--- src/sv/esor_pkg.sv ---
// ----------------------------------------------------------------------------
// esor_pkg: shared types and constants for the EMA smoother
// Digit size of the shared multiplier, gain width, register indexes and
// fixed-point constants.
// ----------------------------------------------------------------------------
`timescale 1ns / 1ps
`default_nettype none

package esor_pkg;

  // Operand digit taken by the shared multiplier in one cycle
  localparam int DIGIT_WIDTH = 32;
  // Q1.16 gain with room for exactly one (65536)
  localparam int GAIN_WIDTH = 17;
  localparam int COUNT_WIDTH = 16;
  localparam int CFG_INDEX_WIDTH = 4;

  // configuration register indexes
  localparam logic [CFG_INDEX_WIDTH-1:0] REG_WARMUP = 4'd0;
  localparam logic [CFG_INDEX_WIDTH-1:0] REG_GAIN = 4'd1;
  localparam logic [CFG_INDEX_WIDTH-1:0] REG_CONFIRM = 4'd2;
  localparam logic [CFG_INDEX_WIDTH-1:0] REG_LIMIT = 4'd3;

  localparam logic [GAIN_WIDTH-1:0] GAIN_ONE = 17'd65536;
  localparam logic [GAIN_WIDTH-1:0] BLEND_GAIN = 17'd19661;
  localparam logic [GAIN_WIDTH-1:0] PCT_SCALE = 17'd25600;

  typedef struct packed {
    logic busy;
    logic done;
  } mul_stat_t;

endpackage

`default_nettype wire

--- src/sv/esor_mul_unit.sv ---
// ----------------------------------------------------------------------------
// esor_mul_unit: digit-serial multiplier shared by the smoother
// Multiplies an unsigned operand by a 17-bit factor, one 32-bit digit of the
// operand per cycle, most significant digit first.
// ----------------------------------------------------------------------------
`timescale 1ns / 1ps
`default_nettype none

module esor_mul_unit #(
  parameter int XW = 47
) (
  input  wire                                  clk,
  input  wire                                  rst,
  input  wire                                  start,
  input  wire [XW-1:0]                         x,
  input  wire [esor_pkg::GAIN_WIDTH-1:0]       m,
  output logic [XW+esor_pkg::GAIN_WIDTH-1:0]   product,
  output esor_pkg::mul_stat_t                  stat
);

  localparam int DW = esor_pkg::DIGIT_WIDTH;
  localparam int GW = esor_pkg::GAIN_WIDTH;
  localparam int PW = XW + GW;
  localparam int NDIG = (XW + DW - 1) / DW;
  localparam int XPW = NDIG * DW;
  localparam int CW = $clog2(NDIG + 1);

  logic [XPW-1:0]   xs;
  logic [GW-1:0]    mreg;
  logic [PW-1:0]    acc;
  logic [CW-1:0]    cnt;
  logic             done;
  logic [DW-1:0]    digit;
  logic [DW+GW-1:0] pp;
  logic [PW-1:0]    acc_next;

  assign digit = xs[XPW-1 -: DW];
  assign pp = digit * mreg;
  assign acc_next = (acc << DW) + PW'(pp);

  always_ff @(posedge clk) begin
    if (rst) begin
      cnt <= '0;
      done <= 1'b0;
    end else begin
      done <= 1'b0;
      if (start) begin
        xs <= XPW'(x);
        mreg <= m;
        acc <= '0;
        cnt <= CW'(NDIG);
      end else if (cnt != '0) begin
        acc <= acc_next;
        xs <= xs << DW;
        cnt <= cnt - 1'b1;
        if (cnt == CW'(1)) begin
          done <= 1'b1;
        end
      end
    end
  end

  assign product = acc;
  assign stat.busy = (cnt != '0);
  assign stat.done = done;

endmodule

`default_nettype wire

--- src/sv/ema_smoother_outlier_reject_core.sv ---
// ----------------------------------------------------------------------------
// ema_smoother_outlier_reject_core: EMA price smoother with outlier rejection
// One sample per item; a small sequencer runs the relative-change test and
// the average update through one shared digit-serial multiplier.
//
//   channel  signals                          direction  accepted when
//   in       in_valid/in_ready, sample        in         in_valid & in_ready
//   out      out_valid/out_ready, 8 fields    out        out_valid & out_ready
//   cfg      cfg_valid/cfg_ready, index/data  in         cfg_valid & cfg_ready
//
// An item runs k = 0..3 products through the shared multiplier, each
// of NDIG = ceil((SAMPLE_WIDTH-1)/32) digits, and one product at a time
// (two digits per product for 48-bit samples).
// in_ready is high only while the sequencer is idle. One output register
// holds a finished item, so a stalled output delays only the next load.
// Reset is synchronous; no clearing pass. cfg_ready is always high.
// ----------------------------------------------------------------------------
`timescale 1ns / 1ps
`default_nettype none

module ema_smoother_outlier_reject_core #(
  parameter int SAMPLE_WIDTH = 48
) (
  input  wire                                      clk,
  input  wire                                      rst,
  input  wire                                      in_valid,
  output logic                                     in_ready,
  input  wire signed [SAMPLE_WIDTH-1:0]            sample,
  output logic                                     out_valid,
  input  wire                                      out_ready,
  output logic signed [SAMPLE_WIDTH-1:0]           raw_sample,
  output logic [SAMPLE_WIDTH-2:0]                  smoothed,
  output logic                                     anomaly_flag,
  output logic [esor_pkg::COUNT_WIDTH-1:0]         outlier_run,
  output logic                                     pending_flag,
  output logic                                     warmed_up,
  output logic [esor_pkg::COUNT_WIDTH-1:0]         accepted_count,
  output logic [SAMPLE_WIDTH-2:0]                  latest_stored,
  input  wire                                      cfg_valid,
  output logic                                     cfg_ready,
  input  wire [esor_pkg::CFG_INDEX_WIDTH-1:0]      cfg_index,
  input  wire [esor_pkg::GAIN_WIDTH-1:0]           cfg_data
);

  localparam int W = SAMPLE_WIDTH;
  localparam int GW = esor_pkg::GAIN_WIDTH;
  localparam int CNTW = esor_pkg::COUNT_WIDTH;
  localparam int PW = W - 1 + GW;

  localparam logic [PW-1:0] ROUND_UP = PW'(32768);
  localparam logic [PW-1:0] ROUND_DOWN = PW'(32767);

  typedef enum logic [2:0] {
    S_IDLE,
    S_EVAL,
    S_FAR_A,
    S_FAR_B,
    S_UPD,
    S_DONE
  } state_t;

  state_t state;

  // configuration
  logic [CNTW-1:0] warm;
  logic [GW-1:0]   gain;
  logic            confirm;
  logic [CNTW-1:0] limit;

  // smoother state
  logic [W-2:0]    ema;
  logic [CNTW-1:0] fill;
  logic            pend;
  logic [CNTW-1:0] ocnt;
  logic [W-2:0]    lastp;

  // item in flight
  logic signed [W-1:0] raw;
  logic                raw_ok;
  logic [W-2:0]        p_mag;
  logic [PW-1:0]       a_prod;
  logic [W-2:0]        res_smooth;
  logic                res_flag;
  logic [CNTW-1:0]     res_run;
  logic                upd_neg;
  logic                upd_report;

  // shared multiplier
  logic                mul_start;
  logic [W-2:0]        mul_x;
  logic [GW-1:0]       mul_m;
  logic [PW-1:0]       mul_product;
  esor_pkg::mul_stat_t mul_stat;

  logic            d_ge;
  logic [W-2:0]    d_abs;
  logic            far;
  logic [CNTW-1:0] ocnt_inc;
  logic [PW-1:0]   rnd;
  logic [W-1:0]    step;
  logic [W-2:0]    ema_upd;
  logic            out_load;

  esor_mul_unit #(
    .XW(W - 1)
  ) u_mul (
    .clk     (clk),
    .rst     (rst),
    .start   (mul_start),
    .x       (mul_x),
    .m       (mul_m),
    .product (mul_product),
    .stat    (mul_stat)
  );

  assign d_ge = (p_mag >= ema);
  assign d_abs = d_ge ? (p_mag - ema) : (ema - p_mag);
  assign far = (a_prod > mul_product);
  assign ocnt_inc = (ocnt == {CNTW{1'b1}}) ? ocnt : ocnt + 1'b1;
  // round half up on the signed step: bias one less when the step is negative
  assign rnd = mul_product + (upd_neg ? ROUND_DOWN : ROUND_UP);
  assign step = rnd[PW-1:GW-1];
  assign ema_upd = upd_neg ? (ema - step[W-2:0]) : (ema + step[W-2:0]);
  assign out_load = (state == S_DONE) && (!out_valid || out_ready);

  assign in_ready = (state == S_IDLE);
  assign cfg_ready = 1'b1;

  always_ff @(posedge clk) begin
    if (rst) begin
      state <= S_IDLE;
      warm <= CNTW'(20);
      gain <= GW'(13107);
      confirm <= 1'b1;
      limit <= CNTW'(1280);
      ema <= '0;
      fill <= '0;
      pend <= 1'b0;
      ocnt <= '0;
      lastp <= '0;
      mul_start <= 1'b0;
      out_valid <= 1'b0;
    end else begin
      mul_start <= 1'b0;

      if (cfg_valid && cfg_ready) begin
        case (cfg_index)
          esor_pkg::REG_WARMUP: begin
            warm <= cfg_data[CNTW-1:0];
          end
          esor_pkg::REG_GAIN: begin
            gain <= (cfg_data > esor_pkg::GAIN_ONE) ? esor_pkg::GAIN_ONE : cfg_data;
          end
          esor_pkg::REG_CONFIRM: begin
            confirm <= cfg_data[0];
          end
          esor_pkg::REG_LIMIT: begin
            limit <= cfg_data[CNTW-1:0];
          end
          default: begin
          end
        endcase
      end

      if (out_valid && out_ready && !out_load) begin
        out_valid <= 1'b0;
      end

      case (state)
        S_IDLE: begin
          if (in_valid) begin
            raw <= sample;
            raw_ok <= (sample != '0) && !sample[W-1];
            p_mag <= sample[W-2:0];
            res_flag <= 1'b0;
            res_run <= '0;
            state <= S_EVAL;
          end
        end
        S_EVAL: begin
          if (!raw_ok) begin
            res_smooth <= ema;
            state <= S_DONE;
          end else if (fill < warm) begin
            fill <= fill + 1'b1;
            lastp <= p_mag;
            res_smooth <= p_mag;
            if (fill == '0) begin
              ema <= p_mag;
              state <= S_DONE;
            end else begin
              mul_x <= d_abs;
              mul_m <= gain;
              upd_neg <= !d_ge;
              upd_report <= 1'b0;
              mul_start <= 1'b1;
              state <= S_UPD;
            end
          end else if (ema == '0) begin
            // a zero average never flags: take the normal update
            pend <= 1'b0;
            ocnt <= '0;
            mul_x <= d_abs;
            mul_m <= gain;
            upd_neg <= !d_ge;
            upd_report <= 1'b1;
            mul_start <= 1'b1;
            state <= S_UPD;
          end else begin
            mul_x <= d_abs;
            mul_m <= esor_pkg::PCT_SCALE;
            mul_start <= 1'b1;
            state <= S_FAR_A;
          end
        end
        S_FAR_A: begin
          if (mul_stat.done) begin
            a_prod <= mul_product;
            mul_x <= ema;
            mul_m <= GW'(limit);
            mul_start <= 1'b1;
            state <= S_FAR_B;
          end
        end
        S_FAR_B: begin
          if (mul_stat.done) begin
            if (far) begin
              ocnt <= ocnt_inc;
              res_flag <= 1'b1;
              res_run <= ocnt_inc;
              res_smooth <= ema;
              if (confirm && pend) begin
                mul_x <= d_abs;
                mul_m <= esor_pkg::BLEND_GAIN;
                upd_neg <= !d_ge;
                upd_report <= 1'b0;
                mul_start <= 1'b1;
                state <= S_UPD;
              end else begin
                if (confirm) begin
                  pend <= 1'b1;
                end
                state <= S_DONE;
              end
            end else begin
              pend <= 1'b0;
              ocnt <= '0;
              mul_x <= d_abs;
              mul_m <= gain;
              upd_neg <= !d_ge;
              upd_report <= 1'b1;
              mul_start <= 1'b1;
              state <= S_UPD;
            end
          end
        end
        S_UPD: begin
          if (mul_stat.done) begin
            ema <= ema_upd;
            lastp <= p_mag;
            if (upd_report) begin
              res_smooth <= ema_upd;
            end
            state <= S_DONE;
          end
        end
        S_DONE: begin
          // hold until the output register is free
          if (out_load) begin
            out_valid <= 1'b1;
            raw_sample <= raw;
            smoothed <= res_smooth;
            anomaly_flag <= res_flag;
            outlier_run <= res_run;
            pending_flag <= pend;
            warmed_up <= (fill >= warm);
            accepted_count <= fill;
            latest_stored <= lastp;
            state <= S_IDLE;
          end
        end
        default: begin
          state <= S_IDLE;
        end
      endcase
    end
  end

`ifndef SYNTHESIS
  a_start_idle_unit: assert property (@(posedge clk) disable iff (rst)
    mul_start |-> !mul_stat.busy)
    else $error("multiplier started while busy");

  a_pend_has_run: assert property (@(posedge clk) disable iff (rst)
    pend |-> (ocnt != '0))
    else $error("pending outlier without outlier count");

  a_seeded_average: assert property (@(posedge clk) disable iff (rst)
    (fill != '0) |-> (ema != '0))
    else $error("average is zero after seeding");

  a_busy_after_accept: assert property (@(posedge clk) disable iff (rst)
    (in_valid && in_ready) |=> !in_ready)
    else $error("second item taken while one is in flight");
`endif

endmodule

`default_nettype wire

--- config.mk ---
export PLATFORM = sky130hd
export DESIGN_NAME = ema_smoother_outlier_reject_core
export DESIGN_NICKNAME = d
export VERILOG_FILES = /design/src/sv/esor_pkg.sv /design/src/sv/esor_mul_unit.sv /design/src/sv/ema_smoother_outlier_reject_core.sv
export SDC_FILE = /design/constraint.sdc
export NUM_CORES = 2
export LEC_CHECK = 0
export ABC_CLOCK_PERIOD_IN_PS = 18900
export BUFFER_PORTS_ARGS = -buffer_cell sky130_fd_sc_hd__buf_2
export CORE_MARGIN = 2
export CORE_UTILIZATION = 55
export DETAILED_ROUTE_END_ITERATION = 12
export PLACE_DENSITY = 0.77
export REMOVE_ABC_BUFFERS = 1
export SYNTH_ARGS = -nofsm -noshare
export SYNTH_HDL_FRONTEND = slang
export SYNTH_SLANG_ARGS = --single-unit
--- constraint.sdc ---
create_clock -name clk -period 18.9 [get_ports clk]
set_input_delay 0.945 -clock clk [delete_from_list [all_inputs] [get_ports clk]]
set_output_delay 0.945 -clock clk [all_outputs]
set_load 0.02 [all_outputs]
Yosys cells after proc, flatten, opt, wreduce, memory -nomap -nowiden:

Index checks and enable logic that the tools add are counted.

* flip-flop bits (word level): 797
* input bits: 74
* word-level logic and storage cells: 230

* $add $sub $neg: 9
* $mul: 1
* order comparisons: 5
* equality and inequality tests: 28
* mux-type cells: 104
* bitwise gates (word level): 2
* reductions and logical operators: 43

Operator list (count)
* 2-to-1 mux 47 bit: 22
* case mux 47 bit (3 select lines): 2
* case mux 47 bit (2 select lines): 2
* 2-to-1 mux 16 bit: 10
* 2-to-1 mux 17 bit: 9
* subtractor 47 bit: 3
* 2-to-1 mux 64 bit: 2
* adder 64 x 49 -> 64 bit: 1
* > comparator 64 bit: 1
* case mux 16 bit (2 select lines): 2
* adder 63 x 16 -> 63 bit: 1
* case mux 17 bit (3 select lines): 1
* multiplier 32 x 17 -> 49 bit: 1
* nonzero test 48 bit: 1
* adder 47 bit: 1
* greater-or-equal comparator 47 bit: 1
* logical NOT 47 bit: 1
* 2-to-1 mux 1 bit: 37
* adder 16 x 1 -> 16 bit, second input constant: 2
* AND reduction 7 bit: 4
* 2-to-1 mux 3 bit: 9
* AND reduction 5 bit: 4
* != test 2 bit, second input constant: 9
* != test 3 bit, second input constant: 6
* other kinds (30): 60

Longest topological paths before layout:

* depth after elaboration: 8
* depth in mapped cells: 31
* depth with buffers taken out: 29

Cells and area by module:

A second synthesis with hierarchy kept.

* cells, all modules: 5987
* area, all modules: 58268.4 um^2

Modules (own cells, without submodules)
* ema_smoother_outlier_reject_core: times used 1, cells an instance 3452, area each 33980.1 um^2, seq. area each 16255.6 um^2
* esor_mul_unit: times used 1, cells an instance 2535, area each 24288.3 um^2, seq. area each 4414.2 um^2

Worst setup path after synthesis:

Ideal clock, no wire load.

* path type: input to register
* start point: input rst
* end point: register accepted_count[0] in the netlist's numbering, enable pin
* library setup time: 0.932 ns
* data arrival time: 13.478 ns
* setup slack: 4.490 ns
* cell stages on the path: 4
* path through: clkbuf_1 clkbuf_1 clkbuf_1 nor3_1

* longest elaborated chain between the ends: 2

RTL lines
* from (decl): line ema_smoother_outlier_reject_core.sv:25 `input wire rst,`
* inverter 1 bit (no source line)
* AND reduction 3 bit (no source line)
* to (signal assigned): line ema_smoother_outlier_reject_core.sv:277 `accepted_count <= fill;`
* to (decl): line ema_smoother_outlier_reject_core.sv:37 `output logic [esor_pkg::COUNT_WIDTH-1:0] accepted_count,`

No other way between the ends.
A chain may end at the register's enable or synchronous reset.

Final worst setup path:

* start point: register u_mul.mreg[2]
* end point: register u_mul.acc[60] (netlist: u_mul.product[60]) (data pin)

* longest elaborated chain between the ends: 3

RTL lines
* from (decl): line esor_mul_unit.sv:29 `logic [GW-1:0] mreg;`
* from (signal assigned): line esor_mul_unit.sv:49 `mreg <= m;`
* multiplier 32 x 17 -> 49 bit: line esor_mul_unit.sv:38 `assign pp = digit * mreg;`
* adder 64 x 49 -> 64 bit: line esor_mul_unit.sv:39 `assign acc_next = (acc << DW) + PW'(pp);`
* 2-to-1 mux 64 bit: line esor_mul_unit.sv:52 `end else if (cnt != '0) begin`
* to (signal assigned): line esor_mul_unit.sv:53 `acc <= acc_next;`
* to (decl): line esor_mul_unit.sv:30 `logic [PW-1:0] acc;`

No other way between the ends. The select of a mux whose other input is x is not followed.

==> impl_metrics.sql <==
INSERT INTO impl_metrics (metric_group, metric, value, unit) VALUES
('timing', 'timing_worst_slew_pin_value', '1.38', 'ns'),
('layout', 'synthToLayoutAreaGrowth', '8.75', '%'),
('timing', 'finalCritPeriodShare', '44.2', '%'),
('place', 'dp_hpwl', '127000', 'um'),
('cts', 'clock-root-buffer', 'clkbuf_16', ''),
('cts', 'htreeDepth', '3', ''),
('yosys', 'post-synth-top-area-cell', 'edfxtp_1', ''),
('global_routing', 'grt_pass1_vias', '45300', ''),
('yosys', 'postSynthCellCount', '5966', ''),
('floorplanning', 'io_pins', '254', ''),
('cts', 'clock_tree_from_tritoncts', 'built', ''),
('yosys', 'synth_cell_types', '92', ''),
('yosys', 'yosys_register_bits', '750', ''),
('layout', 'nNetsFinal', '7022', ''),
('routing', 'drt_drc_violations_left', '0', ''),
('layout', 'seqCellArea', '20700', 'um2'),
('yosys', 'async_reset_ff_share', '0', '%'),
('timing', 'drv_slew', '0', ''),
('place', 'placement.io_buffers', '252', ''),
('place', 'place_ws', '10.68', 'ns'),
('worst_hold_path', 'min-delay-path-class', 'reg -> reg', ''),
('cts', 'cts.path.max_buffers', '3', ''),
('yosys', 'synthTopCellsByCount', 'inv_1 (796), nand2_1 (788), edfxtp_1 (565), fa_1 (469), a21oi_1 (415)', ''),
('routing', 'final_antenna_net_count', '0', ''),
('global_routing', 'grt_max_degree', '92', ''),
('cts', 'clock_insertion_delay_worst_skew', '0.65', 'ns'),
('timing', 'worst_slack', '10.55', 'ns'),
('setup_path', 'crit_fanout', '32', ''),
('cts', 'post_cts.repair.setup_buffers', '0', ''),
('routing', 'dr.pass1.iters', '7', ''),
('timing', 'fin_skew', '0.0310', 'ns'),
('layout', 'multi_input_comb_area', '33200', 'um2'),
('timing', 'timing.final.setup_violations', '0', ''),
('layout', 'num-fill-cells', '8632', ''),
('cts', 'numClockSinks', '750', ''),
('yosys', 'synthFlopType', 'edfxtp_1', ''),
('floorplanning', 'floorplan.core_area', '104000', 'um2'),
('timing', 'worst_slew_margin_rel', '8.29', '%'),
('cts', 'holdBufCountCts', '0', ''),
('yosys', 'ys.warnings.count', '0', ''),
('layout', 'postLayoutCoreUtil', '60.5', '%'),
('run_status', 'outcome', 'finished clean', ''),
('cts', 'number_of_buffers_created_by_cts', '78', ''),
('yosys', 'post_synthesis_mean_instance_area', '9.68', 'um2'),
('yosys', 'yosys.area.top_type_share', '29.4', '%'),
('yosys', 'post_synth_main_area_contributors', 'edfxtp_1 (29%), fa_1 (16%), ha_1 (8.5%)', ''),
('yosys', 'netlist_area', '57700', 'um2'),
('setup_path', 'criticalPathCategory', 'reg -> reg', ''),
('timing', 'setup_repair_after_global_routing_missed_its_margin', 'no', ''),
('cts', 'clk_transition_reported_paths', '0.07', 'ns'),
('routing', 'total_vias_in_the_final_route', '45400', ''),
('timing', 'max_clock_freq', '120', 'MHz'),
('place', 'place_congestion', '1.01', ''),
('global_routing', 'grt_antenna_before_repair', '1', ''),
('setup_path', 'start_kind', 'flop', ''),
('setup_path', 'worst-endpoint-arrival', '8.72', 'ns'),
('setup_path', 'critical_path.endpoint_type', 'flop', ''),
('yosys', 'seq_area_frac_synth', '35.8', '%'),
('floorplanning', 'die_height', '328', 'um'),
('cts', 'cts_repair_resize_count', '0', ''),
('routing', 'vias_per_cell', '6.03', ''),
('timing', 'final.min_clock_period', '8.35', 'ns'),
('yosys', 'yosys.cell_count.top_type', 'inv_1', ''),
('routing', 'wl_per_cell', '22.3', 'um'),
('layout', 'drive_above_1_share', '8.21', '%'),
('floorplanning', 'die-width', '328', 'um'),
('layout', 'number_of_antenna_repair_diodes', '0', ''),
('setup_path', 'crit_required', '19.27', 'ns'),
('timing', 'final.setup.tns', '0', 'ns'),
('routing', 'wirelength', '168000', 'um'),
('floorplanning', 'floorplan.die_area', '108000', 'um2'),
('timing', 'timing_hold_violations_final', '0', ''),
('floorplanning', 'initial_core_util', '55.6', '%'),
('global_routing', 'overflow', '0', ''),
('global_routing', 'grt_first_pass_wirelength', '262000', 'um'),
('routing', 'detailedRoute.firstIterationViolations', '4779', ''),
('job', 'maxCapViolCount', '0', ''),
('floorplanning', 'fp-row-count', '118', ''),
('global_routing', 'global_route_total_usage_across_every_layer', '31.3', '%'),
('yosys', 'number_of_enable_type_register_cells_in_the_synthesized_netlist', '565', '');
==> area by class of cell <==
class | instances | area share (%)
clock buffer | 99 | 3.31
clock inverter | 44 | 0.743
inverter | 797 | 4.76
multi-input combinational | 4153 | 52.9
sequential | 750 | 32.9
tap | 1380 | 2.75
timing repair buffer | 305 | 2.65
==> path summary, 6_finish.rpt <==
| kind | startpoint | to | slack [ns] | cells after the start |
|---|---|---|---|---|
| worst max register to register | u_mul.mreg[2] | u_mul.product[60] | 10.55 | 26 |
| worst max-delay path | u_mul.mreg[2] | u_mul.product[60] | 10.55 | 26 |
| worst min register to register | res_smooth[19] | smoothed[19] | 0.41 | 0 |
| worst min-delay path | res_smooth[19] | smoothed[19] | 0.41 | 0 |
==> routing by layer <==
metal  routed length (um)  part of all wire (%)  track usage, %  vias up
met2                78300                    47            50.4     2162
met3                15300                   9.1            5.67      414
li1                     -                     -               -    20500
met5                   13                0.0077               0        -
met4                 7860                   4.7            13.6        2
met1                66300                    40            41.5    22400
==> critical path, stage by stage (launching register included) <==
cell and delay (ns):
edfxtp_1 1.27, nand2_1 0.17, fa_1 0.54, inv_1 0.05, fa_1 0.48, inv_1 0.05
fa_1 0.49, inv_1 0.05, fa_1 0.49, inv_1 0.09, fa_1 0.54, inv_1 0.05
fa_1 0.47, ha_1 0.38, nand4_1 0.14, nor3b_1 0.20, a21oi_1 0.11, a2111oi_0 0.74
nor3_1 0.09, buf_4 0.19, nor3_1 0.30, o21ai_0 0.21, nand3_1 0.15, a31oi_1 0.27
nor4_1 0.32, xnor2_1 0.17, nor2_1 0.06
==> layout by cell type (no fill, tap or decap), drive strengths merged, types with 19 or more instances in the layout <==
master  Yosys  routed
a211oi     38      38
a21o      124     124
a21oi     417     417
a221oi     27      27
a22oi      48      48
a311oi     31      31
a31oi      38      38
and2      268     268
and3       32      32
buf        17     305
clkbuf    249      99
clkinv      1      30
dfxtp     185     185
edfxtp    565     565
fa        469     469
ha        394     394
inv       796     802
mux2       19      19
mux2i      27      27
nand2     788     788
nand2b     26      26
nand3      89      89
nand4      96      96
nor2      315     315
nor2b      56      56
nor3       75      75
nor4       47      47
o21a       38      38
o21ai     190     190
o21bai     43      43
xnor2     147     147
xor2       90      90
==> cells by family (layout without fill, tap and decap cells) <==
family / after synthesis / in the layout / synth area share (%)
AO/OA/AOI/OAI: 1148 / 1148 / 12.7
buffers and inverters: 1063 / 1245 / 6.94
flip-flops: 750 / 750 / 35.8
multiplexers: 46 / 46 / 0.838
adder cells (fa/ha/maj): 863 / 863 / 24.8
AND/OR/NAND/NOR: 1857 / 1857 / 15.2
XOR/XNOR: 238 / 238 / 3.65
other: 1 / 1 / 0.00649
==> flip-flops by register name, indices dropped and copies added (netlist names), 17 cells and up <==
name           flops
u_mul.product     64
lastp             47
mul_m             17
u_mul.mreg        17
smoothed          47
raw_sample        48
gain              17
latest_stored     47
a_prod            64
mul_x             47
raw               48
ema               47
res_smooth        47
u_mul.xs          64
==> stage by stage <==
stage / std cells / hold WS, ns / cell area, um2
after floorplan: 5700 / 0.400 / 56700
after global placement: 7385 / 0.401 / 60300
after detailed placement: 7385 / 0.405 / 60300
after CTS: 7528 / 0.408 / 62800
after global routing: 7528 / 0.415 / 62800
final: 7528 / 0.406 / 62800
Power is not shown: default switching activity piles up to over one toggle a cycle in this logic, so the estimate is an artifact.
